## src/cfbse_pkg.sv

```systemverilog
// shared types, constants and the byte-wide crc-32 update for the framing encoder
// no dependencies
package cfbse_pkg;

    localparam logic [7:0]  FLAG_BYTE  = 8'h7E;
    localparam logic [7:0]  ESC_BYTE   = 8'h7D;
    localparam logic [7:0]  ESC_XOR    = 8'h20;
    localparam logic [31:0] CRC_POLY   = 32'hEDB88320;
    localparam logic [31:0] CRC_PRESET = 32'hFFFFFFFF;
    localparam int          QUEUE_DEPTH = 2;
    localparam int          QUEUE_AW    = $clog2(QUEUE_DEPTH);

    // one classified word between the front and the back
    typedef struct packed {
        logic [7:0]  data;
        logic        open;   // opening flag goes out first
        logic        last;   // crc trailer and closing flag follow
        logic [31:0] fcs;    // inverted crc, valid when last is set
    } t_entry;

    typedef enum logic [2:0] {
        PH_START,
        PH_OPEN,
        PH_DATA,
        PH_CRC,
        PH_CLOSE
    } t_phase;

    // reflected crc-32, one byte
    function automatic logic [31:0] crc_byte(input logic [31:0] crc, input logic [7:0] b);
        logic [31:0] c;
        c = crc ^ {24'h0, b};
        for (int k = 0; k < 8; k++) begin
            c = c[0] ? ((c >> 1) ^ CRC_POLY) : (c >> 1);
        end
        return c;
    endfunction

endpackage

```

## src/cfbse_front.sv

```systemverilog
// front of the framing encoder: tracks frame state and the running crc,
// classifies each byte into a queue word; depends on cfbse_pkg
module cfbse_front (
    input  logic                  i_clk,
    input  logic                  i_rst_n,
    input  logic                  i_push,
    input  logic [7:0]            i_in_byte,
    input  logic                  i_frame_last,
    input  logic                  i_q_full,
    output logic                  o_q_wr,
    output cfbse_pkg::t_entry     o_q_entry
);
    import cfbse_pkg::*;

    logic        r_in_frame;
    logic        n_in_frame;
    logic [31:0] r_crc;
    logic [31:0] n_crc;
    logic [31:0] crc_new;
    logic        accept;

    assign accept  = i_push && !i_q_full;
    assign crc_new = crc_byte(r_crc, i_in_byte);

    always_comb begin
        n_in_frame = r_in_frame;
        n_crc      = r_crc;
        if (accept) begin
            if (i_frame_last) begin
                n_in_frame = 1'b0;
                n_crc      = CRC_PRESET;
            end else begin
                n_in_frame = 1'b1;
                n_crc      = crc_new;
            end
        end
    end

    always_ff @(posedge i_clk) begin
        if (!i_rst_n) begin
            r_in_frame <= 1'b0;
            r_crc      <= CRC_PRESET;
        end else begin
            r_in_frame <= n_in_frame;
            r_crc      <= n_crc;
        end
    end

    assign o_q_wr          = accept;
    assign o_q_entry.data  = i_in_byte;
    assign o_q_entry.open  = !r_in_frame;
    assign o_q_entry.last  = i_frame_last;
    assign o_q_entry.fcs   = ~crc_new;

endmodule

```

## src/cfbse_queue.sv

```systemverilog
// short word queue between the front and the back of the framing encoder
// depends on cfbse_pkg
module cfbse_queue (
    input  logic                  i_clk,
    input  logic                  i_rst_n,
    input  logic                  i_wr,
    input  cfbse_pkg::t_entry     i_entry,
    input  logic                  i_rd,
    output cfbse_pkg::t_entry     o_entry,
    output logic                  o_full,
    output logic                  o_empty
);
    import cfbse_pkg::*;

    t_entry                r_mem [QUEUE_DEPTH];
    logic [QUEUE_AW-1:0]   r_wptr;
    logic [QUEUE_AW-1:0]   r_rptr;
    logic [QUEUE_AW:0]     r_count;
    logic [QUEUE_AW:0]     n_count;

    assign o_full  = (r_count == (QUEUE_AW+1)'(QUEUE_DEPTH));
    assign o_empty = (r_count == '0);
    assign o_entry = r_mem[r_rptr];

    always_comb begin
        n_count = r_count;
        if (i_wr && !i_rd) begin
            n_count = r_count + 1'b1;
        end else if (i_rd && !i_wr) begin
            n_count = r_count - 1'b1;
        end
    end

    always_ff @(posedge i_clk) begin
        if (i_wr) begin
            r_mem[r_wptr] <= i_entry;
        end
    end

    always_ff @(posedge i_clk) begin
        if (!i_rst_n) begin
            r_wptr  <= '0;
            r_rptr  <= '0;
            r_count <= '0;
        end else begin
            if (i_wr) begin
                r_wptr <= (r_wptr == QUEUE_AW'(QUEUE_DEPTH-1)) ? '0 : r_wptr + 1'b1;
            end
            if (i_rd) begin
                r_rptr <= (r_rptr == QUEUE_AW'(QUEUE_DEPTH-1)) ? '0 : r_rptr + 1'b1;
            end
            r_count <= n_count;
        end
    end

    a_no_overflow: assert property (@(posedge i_clk) disable iff (!i_rst_n)
        !(i_wr && o_full && !i_rd))
        else $error("queue written while full");

    a_no_underflow: assert property (@(posedge i_clk) disable iff (!i_rst_n)
        !(i_rd && o_empty))
        else $error("queue read while empty");

endmodule

```

## src/cfbse_back.sv

```systemverilog
// back of the framing encoder: walks each word through any opening flag, escaped data,
// if last, escaped crc and closing flag into the output register; depends on cfbse_pkg
module cfbse_back (
    input  logic                  i_clk,
    input  logic                  i_rst_n,
    input  cfbse_pkg::t_entry     i_entry,
    input  logic                  i_q_empty,
    output logic                  o_q_rd,
    input  logic                  i_pop,
    output logic                  o_empty,
    output logic [7:0]            o_out_byte,
    output logic                  o_run_last,
    output logic                  o_frame_end
);
    import cfbse_pkg::*;

    t_phase      r_phase;
    t_phase      n_phase;
    t_phase      ph;
    logic        r_esc;
    logic        n_esc;
    logic [1:0]  r_idx;
    logic [1:0]  n_idx;
    logic        r_out_valid;
    logic [7:0]  r_out_byte;
    logic        r_run_last;
    logic        r_frame_end;

    logic        go;
    logic [7:0]  crc_sel;
    logic [7:0]  src;
    logic        needs_esc;
    logic        byte_done;
    logic        done_entry;
    logic [7:0]  emit_byte;
    logic        emit_run_last;
    logic        emit_end;

    // the output register frees up in the same cycle it is popped
    assign go = !i_q_empty && (!r_out_valid || i_pop);

    always_comb begin
        case (r_idx)
            2'd0:    crc_sel = i_entry.fcs[31:24];
            2'd1:    crc_sel = i_entry.fcs[23:16];
            2'd2:    crc_sel = i_entry.fcs[15:8];
            default: crc_sel = i_entry.fcs[7:0];
        endcase
    end

    always_comb begin
        ph            = (r_phase == PH_START) ? (i_entry.open ? PH_OPEN : PH_DATA) : r_phase;
        src           = (ph == PH_CRC) ? crc_sel : i_entry.data;
        needs_esc     = (src == FLAG_BYTE) || (src == ESC_BYTE);
        n_phase       = ph;
        n_esc         = r_esc;
        n_idx         = r_idx;
        byte_done     = 1'b0;
        done_entry    = 1'b0;
        emit_byte     = FLAG_BYTE;
        emit_run_last = 1'b0;
        emit_end      = 1'b0;
        case (ph)
            PH_OPEN: begin
                n_phase = PH_DATA;
            end
            PH_DATA, PH_CRC: begin
                if (needs_esc && !r_esc) begin
                    emit_byte = ESC_BYTE;
                    n_esc     = 1'b1;
                end else begin
                    emit_byte = r_esc ? (src ^ ESC_XOR) : src;
                    n_esc     = 1'b0;
                    byte_done = 1'b1;
                end
                if (byte_done && ph == PH_DATA) begin
                    if (i_entry.last) begin
                        n_phase = PH_CRC;
                        n_idx   = 2'd0;
                    end else begin
                        emit_run_last = 1'b1;
                        done_entry    = 1'b1;
                        n_phase       = PH_START;
                    end
                end else if (byte_done) begin
                    if (r_idx == 2'd3) begin
                        n_phase = PH_CLOSE;
                    end else begin
                        n_idx = r_idx + 1'b1;
                    end
                end
            end
            PH_CLOSE: begin
                emit_end      = 1'b1;
                emit_run_last = 1'b1;
                done_entry    = 1'b1;
                n_phase       = PH_START;
            end
            default: begin
                n_phase = PH_START;
            end
        endcase
    end

    assign o_q_rd = go && done_entry;

    always_ff @(posedge i_clk) begin
        if (!i_rst_n) begin
            r_phase     <= PH_START;
            r_esc       <= 1'b0;
            r_idx       <= 2'd0;
            r_out_valid <= 1'b0;
        end else begin
            if (go) begin
                r_phase <= n_phase;
                r_esc   <= n_esc;
                r_idx   <= n_idx;
            end
            if (go) begin
                r_out_valid <= 1'b1;
            end else if (i_pop) begin
                r_out_valid <= 1'b0;
            end
        end
    end

    always_ff @(posedge i_clk) begin
        if (go) begin
            r_out_byte  <= emit_byte;
            r_run_last  <= emit_run_last;
            r_frame_end <= emit_end;
        end
    end

    assign o_empty     = !r_out_valid;
    assign o_out_byte  = r_out_byte;
    assign o_run_last  = r_run_last;
    assign o_frame_end = r_frame_end;

    a_end_is_flag: assert property (@(posedge i_clk) disable iff (!i_rst_n)
        (r_out_valid && r_frame_end) |-> (r_out_byte == FLAG_BYTE && r_run_last))
        else $error("closing word is not a flag ending its run");

    a_esc_in_payload: assert property (@(posedge i_clk) disable iff (!i_rst_n)
        r_esc |-> (r_phase == PH_DATA || r_phase == PH_CRC))
        else $error("escape pending outside data or crc");

    a_esc_precedes: assert property (@(posedge i_clk) disable iff (!i_rst_n)
        (go && r_esc) |=> (r_out_byte != FLAG_BYTE && r_out_byte != ESC_BYTE))
        else $error("escaped word leaves a reserved value");

endmodule

```

## src/crc_framed_byte_stuffing_encoder_core.sv

```systemverilog
// Framing encoder, top level: HDLC-style byte stuffing with a CRC-32 trailer.
// Input channel: push/full carries one unframed byte and its frame_last mark;
// a word is taken at a clock edge with push high and full low.
// Output channel: empty/pop presents one line byte at a time; run_last marks
// the final line byte caused by an input word, frame_end marks the closing flag.
// The front updates the running CRC as it accepts a byte and writes a
// classified word into a 2-deep queue; the back expands each word into 1 to
// 12 line bytes, one per cycle while the receiver pops, into an output register.
// With the back idle, a taken word is written into the queue and its first line
// byte is then loaded into the output register. Throughput: one line byte per
// cycle while the receiver pops, set by the single output register.
// Input is taken whenever the queue has room, also while results wait.
// Reset (synchronous, active low) closes any open frame, presets the CRC to
// all ones and empties the queue and output register.
// A stalled receiver holds the output byte; the queue then fills and full rises.
// depends on cfbse_pkg, cfbse_front, cfbse_queue, cfbse_back
module crc_framed_byte_stuffing_encoder_core (
    input  logic        i_clk,
    input  logic        i_rst_n,
    input  logic        push,
    output logic        full,
    input  logic [7:0]  i_in_byte,
    input  logic        i_frame_last,
    output logic        empty,
    input  logic        pop,
    output logic [7:0]  o_out_byte,
    output logic        o_run_last,
    output logic        o_frame_end
);
    import cfbse_pkg::*;

    t_entry wr_entry;
    t_entry rd_entry;
    logic   q_wr;
    logic   q_rd;
    logic   q_full;
    logic   q_empty;

    cfbse_front u_front (
        .i_clk        (i_clk),
        .i_rst_n      (i_rst_n),
        .i_push       (push),
        .i_in_byte    (i_in_byte),
        .i_frame_last (i_frame_last),
        .i_q_full     (q_full),
        .o_q_wr       (q_wr),
        .o_q_entry    (wr_entry)
    );

    cfbse_queue u_queue (
        .i_clk   (i_clk),
        .i_rst_n (i_rst_n),
        .i_wr    (q_wr),
        .i_entry (wr_entry),
        .i_rd    (q_rd),
        .o_entry (rd_entry),
        .o_full  (q_full),
        .o_empty (q_empty)
    );

    cfbse_back u_back (
        .i_clk       (i_clk),
        .i_rst_n     (i_rst_n),
        .i_entry     (rd_entry),
        .i_q_empty   (q_empty),
        .o_q_rd      (q_rd),
        .i_pop       (pop),
        .o_empty     (empty),
        .o_out_byte  (o_out_byte),
        .o_run_last  (o_run_last),
        .o_frame_end (o_frame_end)
    );

    assign full = q_full;

endmodule

```

## config.mk

```make
export PLATFORM = sky130hd
export DESIGN_NAME = crc_framed_byte_stuffing_encoder_core
export DESIGN_NICKNAME = d
export VERILOG_FILES = /design/src/cfbse_pkg.sv /design/src/cfbse_front.sv /design/src/cfbse_queue.sv /design/src/cfbse_back.sv /design/src/crc_framed_byte_stuffing_encoder_core.sv
export SDC_FILE = /design/constraint.sdc
export NUM_CORES = 1
export LEC_CHECK = 0
export ABC_AREA = 0
export BUFFER_PORTS_ARGS = -buffer_cell sky130_fd_sc_hd__buf_4
export CAP_MARGIN = 15
export CORE_ASPECT_RATIO = 1.1
export CORE_MARGIN = 2
export CORE_UTILIZATION = 35
export CTS_CLUSTER_SIZE = 12
export DETAILED_ROUTE_END_ITERATION = 10
export PLACE_DENSITY_LB_ADDON = 0.15
export RECOVER_POWER = 50
export SYNTH_ARGS = -nofsm -noshare
export SYNTH_HDL_FRONTEND = slang
export SYNTH_SLANG_ARGS = --single-unit
export TNS_END_PERCENT = 1
```

## constraint.sdc

```tcl
create_clock -name i_clk -period 8.9 [get_ports i_clk]
set_input_delay 1.78 -clock i_clk [delete_from_list [all_inputs] [get_ports i_clk]]
set_output_delay 1.78 -clock i_clk [all_outputs]
set_load 0.03 [all_outputs]
```

# Word level (Yosys, flattened, before mapping)
# Memory sizes are Yosys's and may differ from the RTL's. A register that Yosys moved wholly into a read port is not among the register bits.
# Index checks and enable logic that the tools add are counted.
[classes] add_sub_neg=5 n_eq_ne=12 n_mux=42 bitwise_logic=12 reduce_logical=26
[op_table] operator="$mux 32" count=9
[op_table] operator="$not 13->14" count=8
[op_table] operator="$not 32->32" count=1
[op_table] operator="$xor 32x8->32" count=1
[op_table] operator="$pmux 8 s3" count=1
[op_table] operator="$mux 2" count=9
[op_table] operator="$eq 8x7->1 const B" count=2
[op_table] operator="$mux 1" count=15
[op_table] operator="$mux 3" count=4
[op_table] operator="$mux 8" count=1
[op_table] operator="$logic_and 1x1->1" count=7
[op_table] operator="$logic_not 1->1" count=7
[op_table] operator="$eq 2x2->1 const B" count=3
[op_table] operator="$eq 3x2->1 const B" count=2
[op_table] operator="$mux 6" count=1
[op_table] operator="$pmux 3 s2" count=1
[op_table] operator="$reduce_bool 2->1" count=3
[op_table] operator="$reduce_and 5->1" count=1
[op_table] operator="$add 2x1->2 const B" count=2
[op_table] operator="$logic_not 2->1" count=2
[op_table] operator="$reduce_or 2->1" count=2
[op_table] operator="$eq 3x1->1 const B" count=1
[op_table] operator="$eq 3x3->1 const B" count=1
[op_table] operator="$logic_not 3->1" count=1
[op_table] operator="9 further kinds" count=12
[word_totals] register_bits=54 ramBits=84 input_bits=13 output_inout_bits=12 wordCells=111 memories=1
[mem_list] name="u_queue.r_mem" words=2 word_bits=42 read_ports=1 rd_clocked_by_memory_dff=1 wr=1 line_no="cfbse_queue.sv:15" source="t_entry r_mem [QUEUE_DEPTH];"

# Longest topological paths before layout
[depth] ltp_word=18 mapped_depth=15 depth_no_buf=13

# Cells and area by module
# Synthesis repeated with hierarchy kept, for this count alone.
[hier_totals] hier_cells=504 area_unflattened_um2=6500.0
[modules_own_cells] mod="cfbse_queue" n_inst=1 cells_each=153 area_per_inst_um2=3244.4 seq_area_each_um2=2622.5
[modules_own_cells] mod="cfbse_front" n_inst=1 cells_each=210 area_per_inst_um2=2059.5 seq_area_each_um2=660.6
[modules_own_cells] mod="cfbse_back" n_inst=1 cells_each=141 area_per_inst_um2=1196.1 seq_area_each_um2=440.4

# Worst setup path after synthesis
# OpenSTA, ideal clock, no wires.
[synth_timing] path_kind="input port to flip-flop" start="in push" end="mem u_queue.r_mem[0][0] (netlist name) (enable)" t_arrival_ns=4.394 required_ns=8.454 slack_ns=4.059 cell_stages=4 n_path_buf=2 cell_sequence="and2_1 clkbuf_1 buf_1 nor2b_1"
[synth_between] elab_chain_len=3
[synth_lines] item="start: declaration" line_no="crc_framed_byte_stuffing_encoder_core.sv:20" source="input logic push,"
[synth_lines] item="$logic_and 1x1->1" line_no="cfbse_front.sv:22" source="assign accept = i_push && !i_q_full;"
[synth_lines] item="$mux 1" line_no="cfbse_queue.sv:35" source="if (i_wr) begin"
[synth_lines] item="$mux 1 (not written as such)" line_no="cfbse_queue.sv:36" source="r_mem[r_wptr] <= i_entry;"
[synth_lines] item="end: declaration" line_no="cfbse_queue.sv:15"
# No other way between the ends.

==> flow_summary.json <==
{
  "clkLatencyLatePin_ps": 420,
  "grt_pass1_vias": 3942,
  "cp_top_family": "buffers and inverters",
  "wire_per_inst_um": 19.42,
  "yosysTopAreaCellShare_pct": 45.36,
  "core_region_area_um2": 17550,
  "required_ps": 9230,
  "r2r-end": "u_queue.r_count[1]$_SDFFE_PN0P_",
  "cp_max_fo": 42,
  "cts.sinks": 139,
  "async_flop_share_pct": 0,
  "row_count": 51,
  "ys_top_cells_by_area": "edfxtp_1 45%, dfxtp_1 14%, xnor2_1 5.5%",
  "fin_crit_sh_pct": 58.95,
  "syn_avg_cell_area_um2": 12.57,
  "start_util_pct": 35.47,
  "grt_usage_pct": 16.69,
  "yosysSeqAreaShare_pct": 59.83,
  "hold_end": "u_queue.r_mem[1][33]$_DFFE_PP_",
  "crit_buf_inv": 1,
  "status": "complete, but fails checks",
  "place_congestion": 0.8044,
  "crit_slowest_cell": "clkbuf_1",
  "synth_top_area_cell": "edfxtp_1",
  "final_cells": 769,
  "crit_path_max_incr_delay_ps": 2070,
  "htreeDepth": 4,
  "dpl.hpwl_mm": 9.485,
  "violations": "max-capacitance violations, max-slew violations",
  "first_iter_violations": 241,
  "nNetsFinal": 537,
  "finalHoldViolCount": 0,
  "drc": 0,
  "hold_path_class": "register to register",
  "ys.warnings.count": 0,
  "diodes": 0,
  "synth.most_common_cell": "edfxtp_1",
  "die_y_um": 143.9,
  "setup_viol": 0,
  "die-area_um2": 18870,
  "postSynthCellCount": 495,
  "cts_buffers": 17,
  "fillerInstances": 1701,
  "crit_arrival_ps": 5580,
  "grt_pass1_wl_mm": 23.34,
  "synth.top_cells.by_count": "94 x edfxtp_1, 45 x dfxtp_1, 39 x xnor2_1",
  "cts_tree": "built",
  "max_freq_mhz": 190.6,
  "worstSetupPathType": "register to register",
  "area_delta_synth_final_pct": 13.27,
  "holdPathStages": 1,
  "synth-main-ff-cell": "edfxtp_1",
  "vias_per_cell": 4.997,
  "ant_nets": 0,
  "drive_above_1_share_pct": 9.981,
  "tns_ps": 0,
  "powerDensity_nw_per_um2": 379.7,
  "total_power_mw": 2.676,
  "min_period_ps": 5247,
  "max-vdd-ir-drop_mv": 0.1442,
  "ctsLongestPathBuffers": 2,
  "syn_area_um2": 6223,
  "reg2regPathDepth": 12,
  "start_kind": "register",
  "drv_cap": 4,
  "cp_common_cell": "a21oi_1",
  "ys_ff_latch": 139,
  "grt-ovfl-total": 0,
  "cts_resized": 0,
  "skew_ps": 10.29,
  "die_w_um": 131.1,
  "maxSlewViolCount": 164,
  "tightest_slew_ps": 2947,
  "path_clk_slew_ps": 70,
  "synth_edf_count": 94,
  "post-cts-setup-buffers": 0,
  "clockRootBuffer": "clkbuf_16",
  "io_pins": 25,
  "power_leakage_nw": 2.302,
  "crit_chain": "clkbuf_1, mux2_2, a211o_1, o22ai_1, nor2_1, and4b_1, a21oi_1, o21ai_0, ha_1, xor2_1, or3_1, a21oi_1",
  "slew_headroom_pct": -96.48,
  "ys_types": 51,
  "r2r_setup_slack_ps": 3650,
  "cp-end-kind": "register",
  "grt_max_degree": 43,
  "finalWirelength_mm": 14.93,
  "drt_pass1_iterations": 4,
  "hp-start": "u_front.r_in_frame$_SDFFE_PN0P_",
  "antenna_found_initial": 0,
  "rsz0062_at_grt": "no",
  "io_buffers": 24,
  "vias": 3843,
  "syn-num-nets": 514,
  "cts_hold_buffers": 0,
  "placed_cells": 737
}
worst reg2reg max path: cells and delay by family (launching register included):
family          cells  cell delay [ps]
xor+xnor            1              160
buf+inv             1             2070
compound gates      5             1160
flops               1              310
fa+ha+maj           1              250
mux                 1              520
simple gates        3              690
registers in the layout, indices dropped and copies added, names as in the netlist, named ones only:
name,cells
u_queue.r_mem,84
u_back.r_out_valid,1
u_back.r_esc,1
u_queue.r_rptr,1
u_back.r_phase,3
u_queue.r_wptr,1
u_back.o_out_byte,8
u_queue.r_count,2
u_front.r_in_frame,1
u_back.o_frame_end,1
u_back.r_idx,2
u_back.o_run_last,1
u_front.r_crc,32
power breakdown:
group | total, mW | leakage, nW | internal (mW) | switching (mW)
logic | 0.943 | 0.792 | 0.336 | 0.607
clock network | 0.688 | 0.269 | 0.411 | 0.277
registers | 1.05 | 1.24 | 0.980 | 0.0655
total | 2.68 | 2.30 | 1.73 | 0.950
cells in the final DEF (no fill, tap or decap), types with 2 or more instances in the layout:
cell type   instances
clkbuf_4            2
a221oi_1            7
a22oi_1             8
mux2_1              4
nand3_1             2
clkinvlp_4          5
xnor2_1            45
o311ai_1            2
buf_4               4
o22ai_1             5
clkbuf_16          17
mux2_2              8
o211ai_1            2
nor3_1             10
bufinv_16           2
o21ai_0             6
nand2b_1           12
edfxtp_1           94
and3_1              2
dfxtp_1            45
a21oi_1            34
clkinv_4            3
o22ai_2             2
o2bb2ai_1          24
mux2i_1            17
or3_1               2
o21ai_1             2
nand2_1            38
xor2_1             30
nor2_1             28
clkbuf_1           23
clkinv_2            3
ha_1                6
or2_2               2
a211o_1             7
inv_1              10
kinds of logic (layout without fill, tap and decap cells):
kind of cell | Yosys count | in the layout | synth area share, %
compound gates | 105 | 105 | 11.96
xor+xnor | 75 | 75 | 11.28
fa+ha+maj | 6 | 6 | 1.206
buf+inv | 35 | 71 | 2.694
flops | 139 | 139 | 59.83
mux | 30 | 30 | 5.207
simple gates | 105 | 105 | 7.821
how the worst max path moves through the flow:
| stage | slack [ps] | cells past startpoint | to |
|---|---|---|---|
| after floorplan | 4060 | 4 | u_queue.r_mem[0][0]$_DFFE_PP_ |
| after global placement | 4900 | 7 | u_front.r_crc[13]$_SDFFE_PN1P_ |
| after detailed placement | 4910 | 7 | u_front.r_crc[5]$_SDFFE_PN1P_ |
| after CTS | 5220 | 12 | u_queue.r_count[1]$_SDFFE_PN0P_ |
| after global routing | 3250 | 11 | u_queue.r_count[1]$_SDFFE_PN0P_ |
| final | 3650 | 12 | u_queue.r_count[1]$_SDFFE_PN0P_ |
layout make-up:
class	instances	area, um2	share of cell area [%]
timing repair buffer	29	131.4	1.864
clock buffer	17	425.4	6.035
sequential	139	3724	52.82
tap	238	297.8	4.224
multi-input combinational	321	2282	32.37
inverter	10	37.54	0.5325
clock inverter	15	151.4	2.148
metal layers:
metal	up-vias	track usage, %	share of wire [%]
met2	77	27.70	49
met4	0	6.693	1.7
met3	16	3.774	3.8
li1	1854	-	-
met5	-	0	0
met1	1896	21.33	46
metrics by stage:
stage	area (um2)	utilization [%]	setup WS [ps]	hold WS, ps
6_report	7049	40.17	3653	481.5
2_1_floorplan	6223	-	4059	443.4
3_3_place_gp	6621	37.73	4896	451.6
4_1_cts	7198	41.02	5222	478.6
3_5_place_dp	6621	37.73	4912	463.7
5_1_grt	7049	40.17	3246	508.0
Power figures use the tool's default switching activity.
